File: config.mk
export PLATFORM = sky130hd
export DESIGN_NAME = dual_axis_step_pulse_scheduler
export DESIGN_NICKNAME = d
export VERILOG_FILES = /design/src/hw/rtl/dasps_pkg.sv /design/src/hw/rtl/dasps_cfg.sv /design/src/hw/rtl/dasps_axis.sv /design/src/hw/rtl/dual_axis_step_pulse_scheduler.sv
export SDC_FILE = /design/constraint.sdc
export NUM_CORES = 1
export LEC_CHECK = 0
export BUFFER_PORTS_ARGS = -buffer_cell sky130_fd_sc_hd__buf_2
export CORE_ASPECT_RATIO = 0.7
export CORE_MARGIN = 2
export CORE_UTILIZATION = 25
export DETAILED_ROUTE_END_ITERATION = 8
export PLACE_DENSITY_LB_ADDON = 0.08
export SLEW_MARGIN = 30
export SYNTH_ARGS = -nofsm -noshare
export SYNTH_HDL_FRONTEND = slang
export SYNTH_SLANG_ARGS = --single-unit
File: constraint.sdc
create_clock -name clk -period 17.2 [get_ports clk]
set_input_delay 0.86 -clock clk [delete_from_list [all_inputs] [get_ports clk]]
set_output_delay 0.86 -clock clk [all_outputs]
set_load 0.01 [all_outputs]
File: src/hw/rtl/dasps_pkg.sv
// ============================================================================
// dasps_pkg
// Shared types and constants of the dual-axis step pulse scheduler.
// ============================================================================
package dasps_pkg;

    // Command codes carried in the kind field of an input word.
    typedef enum logic [2:0] {
        CMD_TICK      = 3'd0,
        CMD_SET_RATES = 3'd1,
        CMD_MOVE      = 3'd2,
        CMD_ENABLE    = 3'd3,
        CMD_DISABLE   = 3'd4,
        CMD_START     = 3'd5,
        CMD_STOP      = 3'd6
    } cmd_t;

    // Register map: register index i sits at byte address 4*i.
    localparam int CFG_ADDR_BITS = 4;

    typedef enum logic [1:0] {
        REG_ALT_ENABLE_INVERTED   = 2'd0,
        REG_ALT_POSITIVE_DIR_HIGH = 2'd1,
        REG_AZM_ENABLE_INVERTED   = 2'd2,
        REG_AZM_POSITIVE_DIR_HIGH = 2'd3
    } reg_idx_t;

    // Pin polarity settings of one axis.
    typedef struct packed {
        logic enable_inverted;
        logic positive_dir_high;
    } pol_t;

    // Per-axis status after a word has been processed.
    typedef struct packed {
        logic step;
        logic dir_positive;
        logic enabled;
        logic moving;
    } axis_flags_t;

endpackage

File: src/hw/rtl/dasps_cfg.sv
// ============================================================================
// dasps_cfg
// Register file for the pin polarity settings, written over a simple APB port.
// ============================================================================
module dasps_cfg
(
    input  logic                                 clk,
    input  logic                                 rst_n,
    input  logic                                 psel,
    input  logic                                 penable,
    input  logic                                 pwrite,
    input  logic [dasps_pkg::CFG_ADDR_BITS-1:0]  paddr,
    input  logic [31:0]                          pwdata,
    output logic [31:0]                          prdata,
    output logic                                 pready,
    output dasps_pkg::pol_t                      alt_pol,
    output dasps_pkg::pol_t                      azm_pol
);

    dasps_pkg::pol_t     alt_pol_reg;
    dasps_pkg::pol_t     alt_pol_next;
    dasps_pkg::pol_t     azm_pol_reg;
    dasps_pkg::pol_t     azm_pol_next;
    dasps_pkg::reg_idx_t reg_idx;
    logic                wr_en;
    logic                rd_bit;

    assign reg_idx = dasps_pkg::reg_idx_t'(paddr[dasps_pkg::CFG_ADDR_BITS-1:2]);
    assign pready  = 1'b1;
    assign wr_en   = psel && penable && pwrite && pready;

    always_comb
    begin
        alt_pol_next = alt_pol_reg;
        azm_pol_next = azm_pol_reg;
        if (wr_en)
        begin
            unique case (reg_idx)
                dasps_pkg::REG_ALT_ENABLE_INVERTED:   alt_pol_next.enable_inverted = pwdata[0];
                dasps_pkg::REG_ALT_POSITIVE_DIR_HIGH: alt_pol_next.positive_dir_high = pwdata[0];
                dasps_pkg::REG_AZM_ENABLE_INVERTED:   azm_pol_next.enable_inverted = pwdata[0];
                dasps_pkg::REG_AZM_POSITIVE_DIR_HIGH: azm_pol_next.positive_dir_high = pwdata[0];
                default: ;
            endcase
        end
    end

    always_comb
    begin
        unique case (reg_idx)
            dasps_pkg::REG_ALT_ENABLE_INVERTED:   rd_bit = alt_pol_reg.enable_inverted;
            dasps_pkg::REG_ALT_POSITIVE_DIR_HIGH: rd_bit = alt_pol_reg.positive_dir_high;
            dasps_pkg::REG_AZM_ENABLE_INVERTED:   rd_bit = azm_pol_reg.enable_inverted;
            dasps_pkg::REG_AZM_POSITIVE_DIR_HIGH: rd_bit = azm_pol_reg.positive_dir_high;
            default:                              rd_bit = 1'b0;
        endcase
    end

    assign prdata = {31'd0, rd_bit};

    always_ff @(posedge clk or negedge rst_n)
    begin
        if (!rst_n)
        begin
            alt_pol_reg <= '{enable_inverted: 1'b0, positive_dir_high: 1'b1};
            azm_pol_reg <= '{enable_inverted: 1'b0, positive_dir_high: 1'b1};
        end
        else
        begin
            alt_pol_reg <= alt_pol_next;
            azm_pol_reg <= azm_pol_next;
        end
    end

    assign alt_pol = alt_pol_reg;
    assign azm_pol = azm_pol_reg;

endmodule

File: src/hw/rtl/dasps_axis.sv
// ============================================================================
// dasps_axis
// State and single-pass update logic of one stepper axis.
// ============================================================================
module dasps_axis
#(
    parameter int PERIOD_BITS   = 24,
    parameter int POSITION_BITS = 32
)
(
    input  logic                      clk,
    input  logic                      rst_n,
    input  logic                      advance,
    input  dasps_pkg::cmd_t           cmd,
    input  logic                      running,
    input  logic [PERIOD_BITS-1:0]    rate_period,
    input  logic                      rate_positive,
    input  logic [POSITION_BITS-1:0]  target,
    output dasps_pkg::axis_flags_t    flags,
    output logic [POSITION_BITS-1:0]  position
);

    logic [POSITION_BITS-1:0] pos_reg;
    logic [POSITION_BITS-1:0] pos_next;
    logic [PERIOD_BITS-1:0]   per_reg;
    logic [PERIOD_BITS-1:0]   per_next;
    logic                     rpos_reg;
    logic                     rpos_next;
    logic [PERIOD_BITS-1:0]   cnt_reg;
    logic [PERIOD_BITS-1:0]   cnt_next;
    logic [POSITION_BITS-1:0] tgt_reg;
    logic [POSITION_BITS-1:0] tgt_next;
    logic                     tv_reg;
    logic                     tv_next;
    logic                     dir_reg;
    logic                     dir_next;
    logic                     en_reg;
    logic                     en_next;
    logic                     step;

    // Tick path: target check before the step, the step itself, and the check after it.
    logic                     hit_pre;
    logic [POSITION_BITS-1:0] pos_pre;
    logic [PERIOD_BITS-1:0]   per_pre;
    logic                     tv_pre;
    logic [POSITION_BITS-1:0] pos_stepped;
    logic                     hit_post;
    logic                     cnt_expired;
    // Move path.
    logic [PERIOD_BITS-1:0]   move_per;
    logic                     hit_move;

    // The target counts as reached when the position equals it, or when a moving
    // axis has already gone past it in its direction of travel.
    function automatic logic target_hit(
        input logic [POSITION_BITS-1:0] p,
        input logic [POSITION_BITS-1:0] t,
        input logic                     moving,
        input logic                     dir_pos
    );
        logic passed;
        passed = dir_pos ? ($signed(p) >= $signed(t)) : ($signed(p) <= $signed(t));
        return (p == t) || (moving && passed);
    endfunction

    always_comb
    begin
        hit_pre     = tv_reg && target_hit(pos_reg, tgt_reg, per_reg != '0, rpos_reg);
        pos_pre     = hit_pre ? tgt_reg : pos_reg;
        per_pre     = hit_pre ? '0 : per_reg;
        tv_pre      = tv_reg && !hit_pre;
        pos_stepped = rpos_reg ? pos_pre + POSITION_BITS'(1) : pos_pre - POSITION_BITS'(1);
        hit_post    = tv_pre && target_hit(pos_stepped, tgt_reg, per_pre != '0, rpos_reg);
        cnt_expired = (cnt_reg[PERIOD_BITS-1:1] == '0);
        move_per    = (target == pos_reg) ? '0 : rate_period;
        hit_move    = target_hit(pos_reg, target, move_per != '0, rate_positive);
    end

    always_comb
    begin
        pos_next  = pos_reg;
        per_next  = per_reg;
        rpos_next = rpos_reg;
        cnt_next  = cnt_reg;
        tgt_next  = tgt_reg;
        tv_next   = tv_reg;
        dir_next  = dir_reg;
        en_next   = en_reg;
        step      = 1'b0;
        case (cmd)
            dasps_pkg::CMD_TICK:
            begin
                if (running)
                begin
                    pos_next = pos_pre;
                    per_next = per_pre;
                    tv_next  = tv_pre;
                    if (per_pre != '0)
                    begin
                        if (cnt_expired)
                        begin
                            step     = 1'b1;
                            dir_next = rpos_reg;
                            en_next  = 1'b1;
                            cnt_next = per_pre;
                            pos_next = hit_post ? tgt_reg : pos_stepped;
                            per_next = hit_post ? '0 : per_pre;
                            tv_next  = tv_pre && !hit_post;
                        end
                        else
                        begin
                            cnt_next = cnt_reg - PERIOD_BITS'(1);
                        end
                    end
                end
            end
            dasps_pkg::CMD_SET_RATES:
            begin
                tv_next   = 1'b0;
                per_next  = rate_period;
                rpos_next = rate_positive;
                cnt_next  = rate_period;
            end
            dasps_pkg::CMD_MOVE:
            begin
                tgt_next  = target;
                rpos_next = rate_positive;
                if (hit_move)
                begin
                    pos_next = target;
                    per_next = '0;
                    tv_next  = 1'b0;
                    cnt_next = '0;
                end
                else
                begin
                    per_next = move_per;
                    tv_next  = 1'b1;
                    cnt_next = move_per;
                end
            end
            dasps_pkg::CMD_ENABLE:
            begin
                en_next = 1'b1;
            end
            dasps_pkg::CMD_DISABLE:
            begin
                per_next = '0;
                en_next  = 1'b0;
            end
            dasps_pkg::CMD_STOP:
            begin
                if (running)
                begin
                    per_next = '0;
                end
            end
            default: ;
        endcase
    end

    always_ff @(posedge clk or negedge rst_n)
    begin
        if (!rst_n)
        begin
            pos_reg  <= '0;
            per_reg  <= '0;
            rpos_reg <= 1'b0;
            cnt_reg  <= '0;
            tv_reg   <= 1'b0;
            dir_reg  <= 1'b0;
            en_reg   <= 1'b0;
        end
        else if (advance)
        begin
            pos_reg  <= pos_next;
            per_reg  <= per_next;
            rpos_reg <= rpos_next;
            cnt_reg  <= cnt_next;
            tv_reg   <= tv_next;
            dir_reg  <= dir_next;
            en_reg   <= en_next;
        end
    end

    // The target is only ever read while its valid flag is set.
    always_ff @(posedge clk)
    begin
        if (advance)
        begin
            tgt_reg <= tgt_next;
        end
    end

    assign flags.step         = step;
    assign flags.dir_positive = dir_next;
    assign flags.enabled      = en_next;
    assign flags.moving       = (per_next != '0);
    assign position           = pos_next;

endmodule

File: src/hw/rtl/dual_axis_step_pulse_scheduler.sv
// ============================================================================
// dual_axis_step_pulse_scheduler
// Step and direction scheduler for an altitude and an azimuth stepper axis.
// ============================================================================
// Usage: each word on the slave stream is one command, its code in s_axis_tuser;
// the data holds the two step periods with their signs and the two move targets.
// A tick counts down every moving axis while the scheduler is running and emits
// a step when an axis count expires; the other commands set rates, start moves
// towards targets, enable or disable both axes, and start or stop the scheduler.
// For every accepted word exactly one status word leaves on the master stream:
// step flags, direction and enable pin levels, positions, moving flags and the
// running flag, all as they stand after the command.
// From acceptance a word passes through the input register, then the axis update and
// the result register, to m_axis_tvalid. A new word is taken in every cycle while the
// receiver keeps up; the axis state feeds back within the update stage alone. If the
// receiver stalls, the result register holds its word, the input register fills with
// the next word, and only then does s_axis_tready drop. Reset clears all axis state
// but the targets, stops the scheduler, empties both registers and returns the pin
// polarities to enable active high and direction high for positive. The user must
// write the APB registers only while the stream is idle; the block does not enforce it.
// ============================================================================
module dual_axis_step_pulse_scheduler
#(
    parameter int PERIOD_BITS   = 24,
    parameter int POSITION_BITS = 32
)
(
    input  logic                                 clk,
    input  logic                                 rst_n,
    // Slave stream.
    input  logic                                 s_axis_tvalid,
    output logic                                 s_axis_tready,
    // [23:0] alt_period, [24] alt_positive, [48:25] azm_period, [49] azm_positive,
    // [81:50] alt_target, [113:82] azm_target, [119:114] zero
    input  logic [119:0]                         s_axis_tdata,
    // [2:0] cmd
    input  logic [2:0]                           s_axis_tuser,
    // Master stream.
    output logic                                 m_axis_tvalid,
    input  logic                                 m_axis_tready,
    // [0] alt_step, [1] alt_dir_level, [2] alt_enable_level, [34:3] alt_position,
    // [35] alt_moving, [36] azm_step, [37] azm_dir_level, [38] azm_enable_level,
    // [70:39] azm_position, [71] azm_moving, [72] is_running, [79:73] zero
    output logic [79:0]                          m_axis_tdata,
    // Configuration port.
    input  logic                                 psel,
    input  logic                                 penable,
    input  logic                                 pwrite,
    input  logic [dasps_pkg::CFG_ADDR_BITS-1:0]  paddr,
    input  logic [31:0]                          pwdata,
    output logic [31:0]                          prdata,
    output logic                                 pready
);

    // Input register.
    logic                     in_valid_reg;
    logic                     in_valid_next;
    logic [2:0]               in_cmd_reg;
    logic [113:0]             in_data_reg;
    // Result register.
    logic                     out_valid_reg;
    logic                     out_valid_next;
    logic [79:0]              out_data_reg;
    logic [79:0]              out_data_next;
    // Scheduler run flag.
    logic                     running_reg;
    logic                     running_next;

    logic                     s_accept;
    logic                     out_free;
    logic                     advance;
    dasps_pkg::cmd_t          cmd;

    dasps_pkg::pol_t          alt_pol;
    dasps_pkg::pol_t          azm_pol;

    logic [31:0]              alt_per_wide;
    logic [31:0]              azm_per_wide;
    logic [63:0]              alt_tgt_wide;
    logic [63:0]              azm_tgt_wide;
    logic [63:0]              alt_pos_wide;
    logic [63:0]              azm_pos_wide;

    dasps_pkg::axis_flags_t   alt_flags;
    dasps_pkg::axis_flags_t   azm_flags;
    logic [POSITION_BITS-1:0] alt_position;
    logic [POSITION_BITS-1:0] azm_position;

    // The result register frees itself when its word is taken; the input register
    // moves on whenever the result register can take the next status word.
    assign out_free      = !out_valid_reg || m_axis_tready;
    assign advance       = in_valid_reg && out_free;
    assign s_axis_tready = !in_valid_reg || out_free;
    assign s_accept      = s_axis_tvalid && s_axis_tready;

    always_comb
    begin
        in_valid_next = in_valid_reg;
        if (s_accept)
        begin
            in_valid_next = 1'b1;
        end
        else if (advance)
        begin
            in_valid_next = 1'b0;
        end
    end

    always_comb
    begin
        out_valid_next = out_valid_reg;
        if (advance)
        begin
            out_valid_next = 1'b1;
        end
        else if (m_axis_tready)
        begin
            out_valid_next = 1'b0;
        end
    end

    assign cmd = dasps_pkg::cmd_t'(in_cmd_reg);

    always_comb
    begin
        running_next = running_reg;
        if (cmd == dasps_pkg::CMD_START)
        begin
            running_next = 1'b1;
        end
        else if (cmd == dasps_pkg::CMD_STOP)
        begin
            running_next = 1'b0;
        end
    end

    // Periods are cut or zero-extended to the counter width; targets are
    // sign-extended and then cut to the position width.
    assign alt_per_wide = {8'd0, in_data_reg[23:0]};
    assign azm_per_wide = {8'd0, in_data_reg[48:25]};
    assign alt_tgt_wide = {{32{in_data_reg[81]}}, in_data_reg[81:50]};
    assign azm_tgt_wide = {{32{in_data_reg[113]}}, in_data_reg[113:82]};

    dasps_cfg u_cfg
    (
        .clk     (clk),
        .rst_n   (rst_n),
        .psel    (psel),
        .penable (penable),
        .pwrite  (pwrite),
        .paddr   (paddr),
        .pwdata  (pwdata),
        .prdata  (prdata),
        .pready  (pready),
        .alt_pol (alt_pol),
        .azm_pol (azm_pol)
    );

    dasps_axis
    #(
        .PERIOD_BITS   (PERIOD_BITS),
        .POSITION_BITS (POSITION_BITS)
    )
    u_alt
    (
        .clk           (clk),
        .rst_n         (rst_n),
        .advance       (advance),
        .cmd           (cmd),
        .running       (running_reg),
        .rate_period   (alt_per_wide[PERIOD_BITS-1:0]),
        .rate_positive (in_data_reg[24]),
        .target        (alt_tgt_wide[POSITION_BITS-1:0]),
        .flags         (alt_flags),
        .position      (alt_position)
    );

    dasps_axis
    #(
        .PERIOD_BITS   (PERIOD_BITS),
        .POSITION_BITS (POSITION_BITS)
    )
    u_azm
    (
        .clk           (clk),
        .rst_n         (rst_n),
        .advance       (advance),
        .cmd           (cmd),
        .running       (running_reg),
        .rate_period   (azm_per_wide[PERIOD_BITS-1:0]),
        .rate_positive (in_data_reg[49]),
        .target        (azm_tgt_wide[POSITION_BITS-1:0]),
        .flags         (azm_flags),
        .position      (azm_position)
    );

    // Positions leave as their low 32 bits, zero-extended when narrower.
    always_comb
    begin
        alt_pos_wide                      = '0;
        azm_pos_wide                      = '0;
        alt_pos_wide[POSITION_BITS-1:0]   = alt_position;
        azm_pos_wide[POSITION_BITS-1:0]   = azm_position;
    end

    // Pin levels apply the configured polarities to the logical state.
    always_comb
    begin
        out_data_next        = '0;
        out_data_next[0]     = alt_flags.step;
        out_data_next[1]     = (alt_flags.dir_positive == alt_pol.positive_dir_high);
        out_data_next[2]     = alt_flags.enabled ^ alt_pol.enable_inverted;
        out_data_next[34:3]  = alt_pos_wide[31:0];
        out_data_next[35]    = alt_flags.moving;
        out_data_next[36]    = azm_flags.step;
        out_data_next[37]    = (azm_flags.dir_positive == azm_pol.positive_dir_high);
        out_data_next[38]    = azm_flags.enabled ^ azm_pol.enable_inverted;
        out_data_next[70:39] = azm_pos_wide[31:0];
        out_data_next[71]    = azm_flags.moving;
        out_data_next[72]    = running_next;
    end

    always_ff @(posedge clk or negedge rst_n)
    begin
        if (!rst_n)
        begin
            in_valid_reg  <= 1'b0;
            out_valid_reg <= 1'b0;
            running_reg   <= 1'b0;
        end
        else
        begin
            in_valid_reg  <= in_valid_next;
            out_valid_reg <= out_valid_next;
            if (advance)
            begin
                running_reg <= running_next;
            end
        end
    end

    always_ff @(posedge clk)
    begin
        if (s_accept)
        begin
            in_cmd_reg  <= s_axis_tuser;
            in_data_reg <= s_axis_tdata[113:0];
        end
        if (advance)
        begin
            out_data_reg <= out_data_next;
        end
    end

    assign m_axis_tvalid = out_valid_reg;
    assign m_axis_tdata  = out_data_reg;

endmodule

Word-level counts from Yosys, hierarchy flattened

Index checks and enable logic that the tools add are counted.

Add/subtract/negate cells: 6
$mul: 0
Div/mod/pow operators: 0
$lt $le $gt $ge: 12
Eq/ne operators: 22
Shifts and indexed selects: 0
Muxes and demuxes: 83
Bitwise gates (word level): 2
Reductions and logical operators: 59

Operators by type and width:

| kind                                                                  | count |
|---|---|
| 24-bit two-way mux                                                    | 22 |
| 32-bit two-way mux                                                    | 14 |
| 32-bit equality test                                                  | 8 |
| 24-bit case mux with 5 select lines                                   | 2 |
| 32-bit >= comparator                                                  | 6 |
| 32-bit <= comparator                                                  | 6 |
| 24-bit nonzero test                                                   | 8 |
| 24-bit case mux with 3 select lines                                   | 2 |
| 32-bit case mux with 2 select lines                                   | 2 |
| 32-bit by 1-bit adder with 32-bit output, second input constant       | 2 |
| 32-bit by 1-bit subtractor with 32-bit output, second input constant  | 2 |
| 24-bit by 1-bit subtractor with 24-bit output, second input constant  | 2 |
| 23-bit zero test                                                      | 2 |
| 1-bit two-way mux                                                     | 36 |
| 1-bit logical AND                                                     | 18 |
| 1-bit case mux with 3 select lines                                    | 4 |
| 2-bit AND reduction                                                   | 6 |
| 3-bit equality test, second input constant                            | 3 |
| 3-bit AND reduction                                                   | 3 |
| 1-bit logical OR                                                      | 8 |
| 4-bit AND reduction                                                   | 2 |
| 3-bit by 2-bit equality test with 1-bit output, second input constant | 2 |
| 1-bit zero test                                                       | 6 |
| 2-bit equality test, second input constant                            | 2 |
| other kinds (12)                                                      | 16 |

Bits in registers: 429
Latch bits: 0
RAM bits: 0
ROM bits: 0
Input port bits: 166
Output and inout port bits: 115
Logic and storage cells: 212
Memories kept: 0

Logic depth before layout (Yosys ltp)

Gate-level depths: netlist of run 1.

Depth in word-level cells: 19
Mapped depth: 42
Gate-level depth less buffers: 38

Cells and area by module

A second synthesis of run 1 with hierarchy kept.

Cell total of the unflattened synthesis: 3,180
Area total of the unflattened synthesis: 29,687.2 sq um

By module, submodules not included:

| module                         | times used | cells an instance | area each (sq um) | sequential area each (sq um) |
|---|---|---|---|---|
| dasps_axis at u_azm            | 1          | 1,473             | 11,707.5          | 3,062.9 |
| dasps_axis at u_alt            | 1          | 1,436             | 11,546.1          | 3,062.9 |
| dual_axis_step_pulse_scheduler | 1          | 220               | 5,970.7           | 5,780.5 |
| dasps_cfg                      | 1          | 51                | 462.9             | 102.6 |

Least setup slack after synthesis of run 1

OpenSTA, ideal clock, no wires.

Path kind: flip-flop to flip-flop
Start point: register u_alt.pos_reg[31]
End point: register out_data_reg[13] (netlist: m_axis_tdata[13]) (data pin)
Setup time: 265 ps
Data arrival time: 7,865 ps
Path slack: 9,070 ps
Stages on the path, launching flop included: 37
Path buffers: 4
Cells stage by stage: dfrtp_1 ha_1 and4_1 nand4_1 or4_1 a21oi_2 o31ai_1 nor2_2 buf_2 clkbuf_1 clkbuf_1 o21ai_0 ha_1 nor2b_1 o21ai_1 a21boi_1 or3_1 a21oi_1 o211a_1 a211oi_1 a311oi_1 nand2b_1 a21oi_1 xnor2_1 ha_1 a21o_1 a211oi_1 o31ai_1 a21o_1 o22ai_1 nand3_1 a211oi_2 buf_2 mux2i_1 o21ai_1 a222oi_1 nand2_1

Word-level cells in the longest chain between the ends: 18

Ends and longest elaborated chain:

| what                                                                                                             | RTL line                              | text |
|---|---|---|
| from (decl)                                                                                                      | dasps_axis.sv:23                      | `logic [POSITION_BITS-1:0] pos_reg;` |
| from (signal assigned)                                                                                           | dasps_axis.sv:176                     | `pos_reg <= pos_next;` |
| 32-bit <= comparator / 32-bit >= comparator (equally long branches)                                              | dasps_axis.sv:62                      | `passed = dir_pos ? ($signed(p) >= $signed(t)) : ($signed(p) <= $signed(t));` |
| 1-bit two-way mux                                                                                                | dasps_axis.sv:62                      |  |
| 1-bit logical AND                                                                                                | dasps_axis.sv:63                      | `return (p == t) \|\| (moving && passed);` |
| 1-bit logical OR                                                                                                 | dasps_axis.sv:63                      |  |
| 1-bit logical AND                                                                                                | dasps_axis.sv:68                      | `hit_pre = tv_reg && target_hit(pos_reg, tgt_reg, per_reg != '0, rpos_reg);` |
| 32-bit two-way mux                                                                                               | dasps_axis.sv:69                      | `pos_pre = hit_pre ? tgt_reg : pos_reg;` |
| 32-bit by 1-bit subtractor with 32-bit output / 32-bit by 1-bit adder with 32-bit output (equally long branches) | dasps_axis.sv:72                      | `pos_stepped = rpos_reg ? pos_pre + POSITION_BITS'(1) : pos_pre - POSITION_BITS'(1);` |
| 32-bit two-way mux                                                                                               | dasps_axis.sv:72                      |  |
| (+3 left out)                                                                                                    | --                                    |  |
| 1-bit logical OR                                                                                                 | dasps_axis.sv:63                      |  |
| 1-bit logical AND                                                                                                | dasps_axis.sv:73                      | `hit_post = tv_pre && target_hit(pos_stepped, tgt_reg, per_pre != '0, rpos_reg);` |
| 32-bit two-way mux                                                                                               | dasps_axis.sv:106                     | `pos_next = hit_post ? tgt_reg : pos_stepped;` |
| 32-bit two-way mux                                                                                               | dasps_axis.sv:100                     | `if (cnt_expired)` |
| 32-bit two-way mux                                                                                               | dasps_axis.sv:98                      | `if (per_pre != '0)` |
| 32-bit two-way mux                                                                                               | dasps_axis.sv:93                      | `if (running)` |
| 32-bit case mux with 2 select lines *                                                                            | dasps_axis.sv:90                      | `case (cmd)` |
| via alt_position[10]                                                                                             | dual_axis_step_pulse_scheduler.sv:86  | `logic [POSITION_BITS-1:0] alt_position;` |
| to (signal assigned)                                                                                             | dual_axis_step_pulse_scheduler.sv:251 | `out_data_reg <= out_data_next;` |
| to (decl)                                                                                                        | dual_axis_step_pulse_scheduler.sv:63  | `logic [79:0] out_data_reg;` |

The timed path passes the listed nets; every way through them passes the cells marked *.
A chain may end at the register's enable or synchronous reset.

Worst setup path in the final report of run 1

Start point: register u_azm.tgt_reg[23]
End point: register out_data_reg[54] (netlist: m_axis_tdata[54]) (data pin)

Word-level cells in the longest chain between the ends: 18

Ends and longest elaborated chain:

| what                                                                                                             | RTL line                             | text |
|---|---|---|
| from (decl)                                                                                                      | dasps_axis.sv:31                     | `logic [POSITION_BITS-1:0] tgt_reg;` |
| from (signal assigned)                                                                                           | dasps_axis.sv:191                    | `tgt_reg <= tgt_next;` |
| 32-bit <= comparator / 32-bit >= comparator (equally long branches)                                              | dasps_axis.sv:62                     |  |
| 1-bit two-way mux                                                                                                | dasps_axis.sv:62                     |  |
| 1-bit logical AND                                                                                                | dasps_axis.sv:63                     |  |
| 1-bit logical OR                                                                                                 | dasps_axis.sv:63                     |  |
| 1-bit logical AND                                                                                                | dasps_axis.sv:68                     |  |
| 32-bit two-way mux                                                                                               | dasps_axis.sv:69                     |  |
| 32-bit by 1-bit subtractor with 32-bit output / 32-bit by 1-bit adder with 32-bit output (equally long branches) | dasps_axis.sv:72                     |  |
| 32-bit two-way mux                                                                                               | dasps_axis.sv:72                     |  |
| (+3 left out)                                                                                                    | --                                   |  |
| 1-bit logical OR                                                                                                 | dasps_axis.sv:63                     |  |
| 1-bit logical AND                                                                                                | dasps_axis.sv:73                     |  |
| 32-bit two-way mux                                                                                               | dasps_axis.sv:106                    |  |
| 32-bit two-way mux                                                                                               | dasps_axis.sv:100                    |  |
| 32-bit two-way mux *                                                                                             | dasps_axis.sv:98                     |  |
| 32-bit two-way mux *                                                                                             | dasps_axis.sv:93                     |  |
| 32-bit case mux with 2 select lines *                                                                            | dasps_axis.sv:90                     |  |
| via azm_position[15]                                                                                             | dual_axis_step_pulse_scheduler.sv:87 | `logic [POSITION_BITS-1:0] azm_position;` |

Marked as above.

==> reports/metrics.csv, run 1 <==
stage;metric;value;unit
timing;final setup fails;0;
placement;Port Buffers;202;
worst_setup_path;CP Capture Type;flop;
timing;Tmin final;11.36;ns
floorplan;cell row count;103;
route;average wire per cell in the routed design;23.2;um
cells_and_area;Final nets;3573;
floorplan;Ports;281;
floorplan;core area;113000;um^2
yosys;Post-synth EDFFs;254;
grt;vias in the first global route;23800;
timing;Slew @ Worst Pin;0.994;ns
yosys;asr flop ratio synth;40.8;%
timing;unrepaired setup endpoints after global routing;no;
clock_network;clock tree buffer depth;3;
grt;initial antenna violation count;15;
worst_setup_path;crit path kind;reg2reg;
yosys;top cells by count, synth;nand2_1, edfxtp_1, ha_1;
timing;final hold vios;0;
power_and_ir_drop;sequential share of power;28.2;%
timing;setup ws final;5.84;ns
cells_and_area;Final Cell Area;32700;um^2
clock_network;Worst-Skew Late Latency;0.65;ns
timing;Rel. slew slack;33.5;%
clock_network;TritonCTS Sinks;429;
floorplan;Initial Utilization;25.2;%
worst_setup_path;CP max stage delay;0.79;ns
yosys;Yosys Warn Count;0;
clock_network;CTS tree;built;
route;drt total wl;110;mm
run_status;status;finished, final reports clean;
clock_network;cts hold-fix bufs;0;
route;total vias in the final route;24100;
clock_network;CTS Root Cell;clkbuf_16;
yosys;top post-synthesis cells by area;edfxtp_1, dfrtp_1, ha_1, nand2_1, o21ai_0;
yosys;share of the synthesized area in the top cell type;26.9;%
yosys;#FFs+latches synth;429;
cells_and_area;Largest register FFs;114;
power_and_ir_drop;leak pwr;14.0;nW
route;DRT Pass-1 Iters;7;
timing;total negative slack;0;ns
power_and_ir_drop;Combinational Power Share;51.2;%
cells_and_area;Layout area overhead;15.5;%
hold_path;Min-Delay Path Class;in2async;
yosys;Primary FF master, synth;edfxtp_1;
power_and_ir_drop;switching power total;2.34;mW
route;number of remaining DRC errors;0;
worst_setup_path;CP Data Required Time;17.52;ns
placement;post-place setup slack;5.90;ns
run;max cap viols;0;
route;Initial DRC Count;1999;
timing;max-slew violation count;0;
yosys;synthesized cell area;28300;um^2
clock_network;Worst-path clk slew;0.06;ns
grt;first-pass GRT wire length;160;mm
cells_and_area;layout cells sized above 1;12.8;%
yosys;syn avg cell area;9.51;um^2
placement;placed instance area;31100;um^2
clock_network;depth of the CTS H-tree;2;
yosys;count leader, synth;nand2_1;
worst_setup_path;Top cell by count, worst path;nand2_1;
worst_setup_path;Startpoint Class;flop;
worst_setup_path;Crit Path Max Fanout;36;
clock_network;CTS buffer count;50;
route;Vias/cell;5.11;
power_and_ir_drop;Internal Power;2.91;mW
timing;Tcrit/Tclk final;66.0;%
worst_setup_path;slowest CP cell;o21ba_2;
clock_network;cts repair resizes;0;
floorplan;Die Wd;406;um
grt;Total GRT Usage;18.5;%
clock_network;Setup Buffers After CTS;0;
grt;largest net degree at the start of global routing;86;
grt;gr ovfl total;0;
yosys;Synth Instances;2980;
power_and_ir_drop;Clock power frac;20.6;%
floorplan;Die Ht;286;um
power_and_ir_drop;power per cell area;160;nW/um^2
yosys;synth unique cells;96;
power_and_ir_drop;highest ir drop seen on vdd;0.0619;mV
worst_setup_path;Worst Path Arrival;11.68;ns
timing;Highest Clock Rate;88.0;MHz
power_and_ir_drop;sw frac;44.5;%
placement;Final Wtd Congestion;0.884;
timing;Clock Skew;0.0301;ns
floorplan;die footprint;116000;um^2
yosys;area leader, netlist;edfxtp_1;
placement;post-DP HPWL;79.0;mm
yosys;post-synthesis sequential area ratio;42.4;%
route;post-route ant nets;0;
routing by layer:
layer  vias up  GRT usage [%]  wire [um]
met1     11800           28.4      56200
li1      11400              -          -
met3       147           4.47       7870
met5         -              0        122
met4        18           4.49       2440
met2       687           25.4      43000
layout make-up:
class / count / area (um^2)
antenna: 2 / 5.00
clock buffer: 59 / 1280
clock inverter: 35 / 327
fill: 11900 / 79900
inverter: 182 / 688
multi-input combinational: 2241 / 15100
sequential: 429 / 12000
tap: 1522 / 1900
timing repair buffer: 247 / 1410
path summary, 6_finish.rpt:
kind / start / end / slack, ns / cells after the start
setup reg to reg: u_azm.tgt_reg[23] / m_axis_tdata[54] / 5.84 / 38
hold reg to reg: in_data_reg[90] / u_azm.tgt_reg[8] / 0.49 / 0
min in group clk: s_axis_tuser[0] / cmd[0] / 0.38 / 1
hold / removal: rst_n / u_azm.per_reg[11] / 0.28 / 1
max in group asynchronous: rst_n / u_azm.pos_reg[23] / 15.65 / 2
setup / recovery: u_azm.tgt_reg[23] / m_axis_tdata[54] / 5.84 / 38
per-stage QoR:
step	utilization (%)	std cells	power (mW)	hold WS, ns
floorplan	-	3017	3.36	0.449
global placement	27.5	4619	4.13	0.474
detailed placement	27.6	4621	4.15	0.469
CTS	29.0	4715	5.28	0.258
global route	29.1	4716	5.68	0.302
finish	29.1	4717	5.25	0.284
worst max-delay path, delay by kind of cell, from the launching register on:
family | cells | cell delay, ns
AOI/OAI and AO/OA | 17 | 4.88
and+or+nand+nor | 12 | 3.51
muxes | 1 | 0.23
xor gates and xnor gates | 1 | 0.27
DFF | 1 | 0.39
adders and majority gates | 3 | 1.06
buffers and inverters | 4 | 0.66
placed cells by master, fill, tap and decap left out, types with 30 or more instances in the layout:
master,synthesis,layout
o21ai_1,99,99
a22o_1,68,68
nand3_1,82,82
a22oi_1,80,80
conb_1,2,39
a21o_1,90,90
o21ai_0,194,192
nand2_1,312,307
buf_2,20,201
clkbuf_16,0,50
nand4_1,46,46
ha_1,254,254
nor4_1,40,39
a21oi_1,172,170
edfxtp_1,254,254
a211oi_1,30,30
dfrtp_1,173,173
nor3_1,42,42
xor2_1,33,33
nor2_1,192,185
a31oi_1,32,30
buf_4,41,41
xnor2_1,72,72
inv_1,180,178
power by group through the flow:
stage                     Sequential (mW)  Combinational (mW)  Clock, mW
final                                1.48                2.69       1.08
after global routing                 1.51                3.01       1.16
after CTS                            1.48                2.67       1.13
after detailed placement             1.49                2.65          0
after global placement               1.49                2.64          0
after floorplan                      1.44                1.93          0
kinds of logic (layout without fill, tap and decap cells):
| logic type | count (synthesis) | after routing | share of synthesized area [%] |
|---|---|---|---|
| and+or+nand+nor | 836 | 836 | 13.7 |
| buffers and inverters | 347 | 523 | 5.26 |
| muxes | 44 | 44 | 1.67 |
| xor gates and xnor gates | 105 | 105 | 3.25 |
| adders and majority gates | 256 | 256 | 11.4 |
| DFF | 429 | 429 | 42.4 |
| other | 2 | 41 | 0.0265 |
| AOI/OAI and AO/OA | 961 | 961 | 22.4 |
Note: power is estimated with default switching activity, not from simulation.
==> inputs of run 2 (changes only) <==
==> constraint.sdc (replaced) <==
create_clock -name clk -period 9.1 [get_ports clk]
set_input_delay 0.455 -clock clk [delete_from_list [all_inputs] [get_ports clk]]
set_output_delay 0.455 -clock clk [all_outputs]
set_load 0.01 [all_outputs]
==> reports/metrics.csv, run 2 (synthesis results as in run 1) <==
stage;metric;value;unit;change
timing;final hold vios;0;;unchanged
grt;first-pass GRT wire length;166;mm;+3.8%
worst_setup_path;Top cell by count, worst path;buf_4;;
timing;max-slew violation count;0;;unchanged
clock_network;TritonCTS Sinks;429;;unchanged
cells_and_area;commonest cells after routing, fill and taps aside;nand2_1, edfxtp_1, ha_1;;
power_and_ir_drop;Internal Power;6.04;mW;+110%
timing;Clock Skew;0.0322;ns;+0.00211 ns
clock_network;depth of the CTS H-tree;2;;unchanged
grt;initial antenna violation count;8;;-7
worst_setup_path;CP Buf/Inv Count;10;;+6
clock_network;Worst-Skew Late Latency;0.64;ns;about the same
worst_setup_path;CP Capture Type;flop;;
placement;post-DP HPWL;82.2;mm;+4.0%
route;number of remaining DRC errors;0;;unchanged
floorplan;Ports;281;;unchanged
route;post-route ant nets;0;;unchanged
route;Initial DRC Count;2181;;+9.1%
power_and_ir_drop;Combinational Power Share;54.6;%;+3.4 points
placement;Port Buffers;202;;unchanged
route;total vias in the final route;25300;;+5.1%
worst_setup_path;Crit Path Max Fanout;10;;-72%
timing;final setup fails;0;;unchanged
route;Vias/cell;5.06;;-0.85%
timing;Rel. slew slack;34.1;%;+0.66 points
power_and_ir_drop;highest ir drop seen on vdd;0.148;mV;+140%
grt;largest net degree at the start of global routing;71;;-17%
cells_and_area;Layout area overhead;25.5;%;
placement;Final Wtd Congestion;0.903;;+2.1%
cells_and_area;most common library cell in the layout ignoring fill and taps;nand2_1;;
run;max cap viols;0;;unchanged
worst_setup_path;CP max stage delay;0.42;ns;-0.37 ns
worst_setup_path;crit path kind;reg2reg;;
power_and_ir_drop;switching power total;4.67;mW;+100%
route;DRT Pass-1 Iters;6;;-1
route;drt total wl;113;mm;+3.4%
power_and_ir_drop;sw frac;43.6;%;-0.89 points
power_and_ir_drop;power per cell area;301;nW/um^2;+88%
worst_setup_path;slowest CP cell;edfxtp_1;;
timing;Highest Clock Rate;115;MHz;+30%
cells_and_area;layout cells sized above 1;17.7;%;+4.9 points
timing;Tcrit/Tclk final;95.8;%;+30 points
power_and_ir_drop;sequential share of power;25.8;%;-2.4 points
route;average wire per cell in the routed design;22.7;um;-2.5%
timing;Slew @ Worst Pin;0.988;ns;-0.00620 ns
grt;Total GRT Usage;19.1;%;+0.64 points
clock_network;Worst-path clk slew;0.06;ns;about the same
worst_setup_path;CP Data Required Time;9.52;ns;-8.00 ns
worst_setup_path;Startpoint Class;flop;;
power_and_ir_drop;leak pwr;15.5;nW;+10%
floorplan;Initial Utilization;25.2;%;unchanged
floorplan;Die Wd;406;um;unchanged
cells_and_area;Largest register FFs;114;;unchanged
cells_and_area;Final nets;3855;;+7.9%
grt;vias in the first global route;24800;;+3.9%
floorplan;core area;113000;um^2;unchanged
power_and_ir_drop;Clock power frac;19.6;%;-1.0 points
cells_and_area;Final Cell Area;35600;um^2;+8.7%
grt;gr ovfl total;0;;unchanged
placement;placed instance area;32300;um^2;+3.9%
worst_setup_path;Worst Path Arrival;9.14;ns;-2.54 ns
clock_network;CTS tree;built;;
cells_and_area;Fillers;11700;;-1.6%
run_status;status;finished, final reports clean;;
clock_network;CTS Root Cell;clkbuf_16;;
floorplan;die footprint;116000;um^2;unchanged
floorplan;cell row count;103;;unchanged
hold_path;Min-Delay Path Class;in2reg;;
timing;Tmin final;8.72;ns;-2.64 ns
clock_network;CTS buffer count;51;;+2.0%
floorplan;Die Ht;286;um;unchanged
worst_setup_path;CP delay by family, top;compound AO/OA/AOI/OAI gates;;
power_and_ir_drop;total power;10.7;mW;+100%
clock_network;clock tree buffer depth;3;;unchanged
[run 2: cell count changes in the layout (fill, tap and decap cells not counted), sizes merged]
cell / before / now
diode: 2 / 1
buf: 246 / 409
clkbuf: 60 / 64
clkinvlp: 11 / 7
clkinv: 17 / 23
bufinv: 3 / 2
dlygate4sd3: 0 / 117
inv: 186 / 184
[run 2: final timing paths]
path,from,endpoint,slack [ns],depth (start not counted)
max in group asynchronous,rst_n,u_alt.pos_reg[20],6.72,4
hold / removal,s_axis_tdata[107],in_data_reg[107],0.06,1
hold reg to reg,in_data_reg[90],u_azm.tgt_reg[8],0.49,0
setup / recovery,u_azm.tgt_reg[14],m_axis_tdata[68],0.38,44
min in group asynchronous,rst_n,u_azm.cnt_reg[10],0.43,2
setup reg to reg,u_azm.tgt_reg[14],m_axis_tdata[68],0.38,44
[run 2: layout make-up]
class / count / area [um^2] / share of cell area (%)
inverters: 182 / 688 / 1.93
clock buffers: 62 / 1380 / 3.88
multi-input cells: 2241 / 15300 / 43.1
well taps: 1522 / 1900 / 5.35
flip-flops and latches: 429 / 12000 / 33.8
repair buffers: 528 / 3950 / 11.1
clock inverters: 34 / 289 / 0.813
diodes: 1 / 2.50 / 0.00704
[run 2: per-layer routing]
layer	GRT usage, %	vias up	wire (um)
li1	-	11900	-
met3	3.46	139	6570
met5	0	-	66
met4	4.68	10	2700
met1	30.2	12500	59400
met2	26.2	750	44600
[run 2: per-stage QoR]
stage               setup slack, ns  hold WS (ns)  utilization, %  TNS [ns]  cells
global placement             -0.178         0.473            28.6     -1.32   4768
CTS                          0.0107       0.00318            31.2         0   4983
detailed placement          -0.0627         0.492            28.7    -0.172   4770
global route                -0.0139        0.0316            31.6   -0.0219   4998
floorplan                     0.970         0.159               -         0   3017
finish                        0.381        0.0630            31.6         0   4999
[run 2: timing repair]
action                     in CTS  in global routing
pin swaps                       0                 18
gates resized for setup         2                 51
cloned                          0                  1
hold buffers                  117                  0
setup endpoints to repair      22                178
hold endpoints to repair      183                  0
buffers inserted                0                 14
[run 2: worst register-to-register path: cells and delay by family (launching register included)]
kind                     cells  cell delay [ns]
AO/OA/AOI/OAI               24             4.81
XOR/XNOR                     2             0.39
adder cells (fa/ha/maj)      3             0.86
buffers and inverters       10             1.55
flip-flops                   1             0.42
AND/OR/NAND/NOR              5             0.47
[run 2: power by group through the flow]
| stage | Clock [mW] | Combinational (mW) | Sequential [mW] |
|---|---|---|---|
| 3_3_place_gp | 0 | 5.52 | 2.80 |
| 5_1_grt | 2.26 | 6.49 | 2.82 |
| 2_1_floorplan | 0 | 3.64 | 2.71 |
| 3_5_place_dp | 0 | 5.54 | 2.80 |
| 6_report | 2.10 | 5.85 | 2.77 |
| 4_1_cts | 2.18 | 5.62 | 2.77 |
==> inputs of run 3 (changes only) <==
==> constraint.sdc (replaced) <==
create_clock -name clk -period 10 [get_ports clk]
set_input_delay 0.5 -clock clk [delete_from_list [all_inputs] [get_ports clk]]
set_output_delay 0.5 -clock clk [all_outputs]
set_load 0.01 [all_outputs]
==> reports/metrics.csv, run 3 (synthesis results as in run 1) <==
stage;metric;value;unit;change
run_status;status;finished, final reports clean;;
route;number of remaining DRC errors;0;;unchanged
clock_network;Worst-path clk slew;0.06;ns;about the same
route;DRT Pass-1 Iters;5;;-1
worst_setup_path;Worst Path Arrival;9.87;ns;+0.73 ns
cells_and_area;Final nets;3682;;-4.5%
timing;Min Hold Slack;0.0432;ns;-0.0198 ns
grt;largest net degree at the start of global routing;69;;-2.8%
run;max cap viols;0;;unchanged
timing;Tmin final;9.36;ns;+0.641 ns
timing;Clock Skew;0.0285;ns;-0.00372 ns
worst_setup_path;CP Data Required Time;10.51;ns;+0.99 ns
worst_setup_path;Startpoint Class;flop;;
timing;unrepaired setup endpoints after global routing;no;;
timing;Highest Clock Rate;107;MHz;-6.8%
clock_network;Worst-Skew Late Latency;0.65;ns;about the same
cells_and_area;Largest register FFs;114;;unchanged
power_and_ir_drop;Combinational Power Share;51.0;%;-3.6 points
grt;vias in the first global route;24000;;-3.2%
floorplan;Die Wd;406;um;unchanged
worst_setup_path;CP delay by family, top;compound AO/OA/AOI/OAI gates;;
placement;DP Cell Count;4675;;-2.0%
cells_and_area;commonest cells after routing, fill and taps aside;nand2_1, ha_1, edfxtp_1;;
cells_and_area;layout cells sized above 1;14.2;%;-3.6 points
route;Vias/cell;5.07;;+0.17%
clock_network;CTS Root Cell;clkbuf_16;;
cells_and_area;Final Cell Area;33800;um^2;-4.8%
timing;Slew @ Worst Pin;1.05;ns;+0.0633 ns
clock_network;clock tree buffer depth;3;;unchanged
floorplan;die footprint;116000;um^2;unchanged
worst_setup_path;CP max stage delay;0.65;ns;+0.23 ns
grt;Total GRT Usage;18.6;%;-0.49 points
cells_and_area;most common library cell in the layout ignoring fill and taps;nand2_1;;
worst_setup_path;Crit Path Max Fanout;24;;+14
power_and_ir_drop;switching power total;4.07;mW;-13%
cells_and_area;Layout area overhead;19.5;%;
floorplan;Ports;281;;unchanged
placement;Port Buffers;202;;unchanged
placement;Final Wtd Congestion;0.876;;-3.0%
floorplan;Die Ht;286;um;unchanged
cells_and_area;fin cells;4829;;-3.4%
route;post-route ant nets;0;;unchanged
placement;post-DP HPWL;80.7;mm;-1.8%
clock_network;TritonCTS Sinks;429;;unchanged
route;average wire per cell in the routed design;22.9;um;+1.1%
clock_network;CTS buffer count;52;;+2.0%
power_and_ir_drop;total power;9.35;mW;-13%
power_and_ir_drop;Clock power frac;21.8;%;+2.2 points
power_and_ir_drop;leak pwr;14.6;nW;-5.6%
timing;max-slew violation count;0;;unchanged
power_and_ir_drop;Internal Power;5.28;mW;-13%
timing;final hold vios;0;;unchanged
grt;first-pass GRT wire length;162;mm;-2.5%
hold_path;Min-Delay Path Class;in2reg;;
grt;initial antenna violation count;10;;+2
route;drt total wl;111;mm;-2.3%
timing;Tcrit/Tclk final;93.6;%;-2.2 points
floorplan;core area;113000;um^2;unchanged
grt;gr ovfl total;0;;unchanged
floorplan;Initial Utilization;25.2;%;unchanged
route;total vias in the final route;24500;;-3.2%
power_and_ir_drop;highest ir drop seen on vdd;0.127;mV;-14%
cells_and_area;final core utilization;30.1;%;-1.5 points
timing;Rel. slew slack;29.7;%;-4.5 points
power_and_ir_drop;power per cell area;276;nW/um^2;-8.4%
worst_setup_path;crit path kind;reg2reg;;
timing;setup ws final;0.640;ns;+0.259 ns
cells_and_area;multi-input logic area;15100;um^2;-1.5%
route;Initial DRC Count;2062;;-5.5%
timing;total negative slack;0;ns;unchanged
cells_and_area;Reg area;12000;um^2;unchanged
floorplan;cell row count;103;;unchanged
placement;placed instance area;31500;um^2;-2.5%
power_and_ir_drop;sw frac;43.5;%;-0.10 points
clock_network;CTS tree;built;;
worst_setup_path;slowest CP cell;or4_1;;
worst_setup_path;CP Capture Type;flop;;
placement;post-place setup slack;0.431;ns;+0.494 ns
worst_setup_path;CP Buf/Inv Count;6;;-4
clock_network;depth of the CTS H-tree;2;;unchanged
timing;final setup fails;0;;unchanged
worst_setup_path;Top cell by count, worst path;a21oi_1;;
power_and_ir_drop;sequential share of power;27.2;%;+1.4 points
cells_and_area;Fillers;11800;;+0.77%
[run 3: cell count changes in the layout (fill, tap and decap cells not counted), moves of 5 or more]
| cell | previous run | this run |
|---|---|---|
| a21oi_1 | 165 | 170 |
| buf_12 | 10 | 2 |
| buf_4 | 193 | 94 |
| dlygate4sd3_1 | 117 | 52 |
[run 3: power by group through the flow]
stage	Sequential, mW	Combinational, mW	Clock (mW)
6_report	2.54	4.77	2.04
5_1_grt	2.59	5.34	2.17
3_5_place_dp	2.57	4.69	0
4_1_cts	2.54	4.74	2.11
3_3_place_gp	2.57	4.68	0
2_1_floorplan	2.47	3.31	0
[run 3: worst paths after layout]
check	start	endpoint	slack (ns)	depth (start not counted)
hold reg to reg	in_data_reg[90]	u_azm.tgt_reg[8]	0.49	0
setup / recovery	u_alt.pos_reg[17]	u_alt.per_reg[15]	0.64	39
setup reg to reg	u_alt.pos_reg[17]	u_alt.per_reg[15]	0.64	39
min in group asynchronous	rst_n	u_azm.per_reg[11]	0.47	2
hold / removal	s_axis_tdata[55]	in_data_reg[55]	0.04	1
max in group asynchronous	rst_n	u_alt.pos_reg[19]	8.40	3
[run 3: layout make-up]
cell class,count,area share (%)
multi-input combinational,2242,44.7
sequential,429,35.5
timing repair buffer,353,6.90
tap,1522,5.63
clock buffer,67,4.23
inverter,182,2.03
clock inverter,31,1.05
antenna,3,0.0222
[run 3: metal layers]
metal | part of all wire (%) | vias up | track usage, %
li1 | - | 11600 | -
met1 | 52 | 12000 | 29.5
met2 | 40 | 713 | 26.1
met3 | 6.2 | 120 | 3.33
met4 | 1.5 | 14 | 3.31
met5 | 0.072 | - | 0
[run 3: what timing repair did]
action	in CTS	in global routing
buffers inserted	0	0
resized for setup	0	3
hold buffers	52	0
endpoints found under the hold margin	111	0
endpoints found under the setup margin	0	121
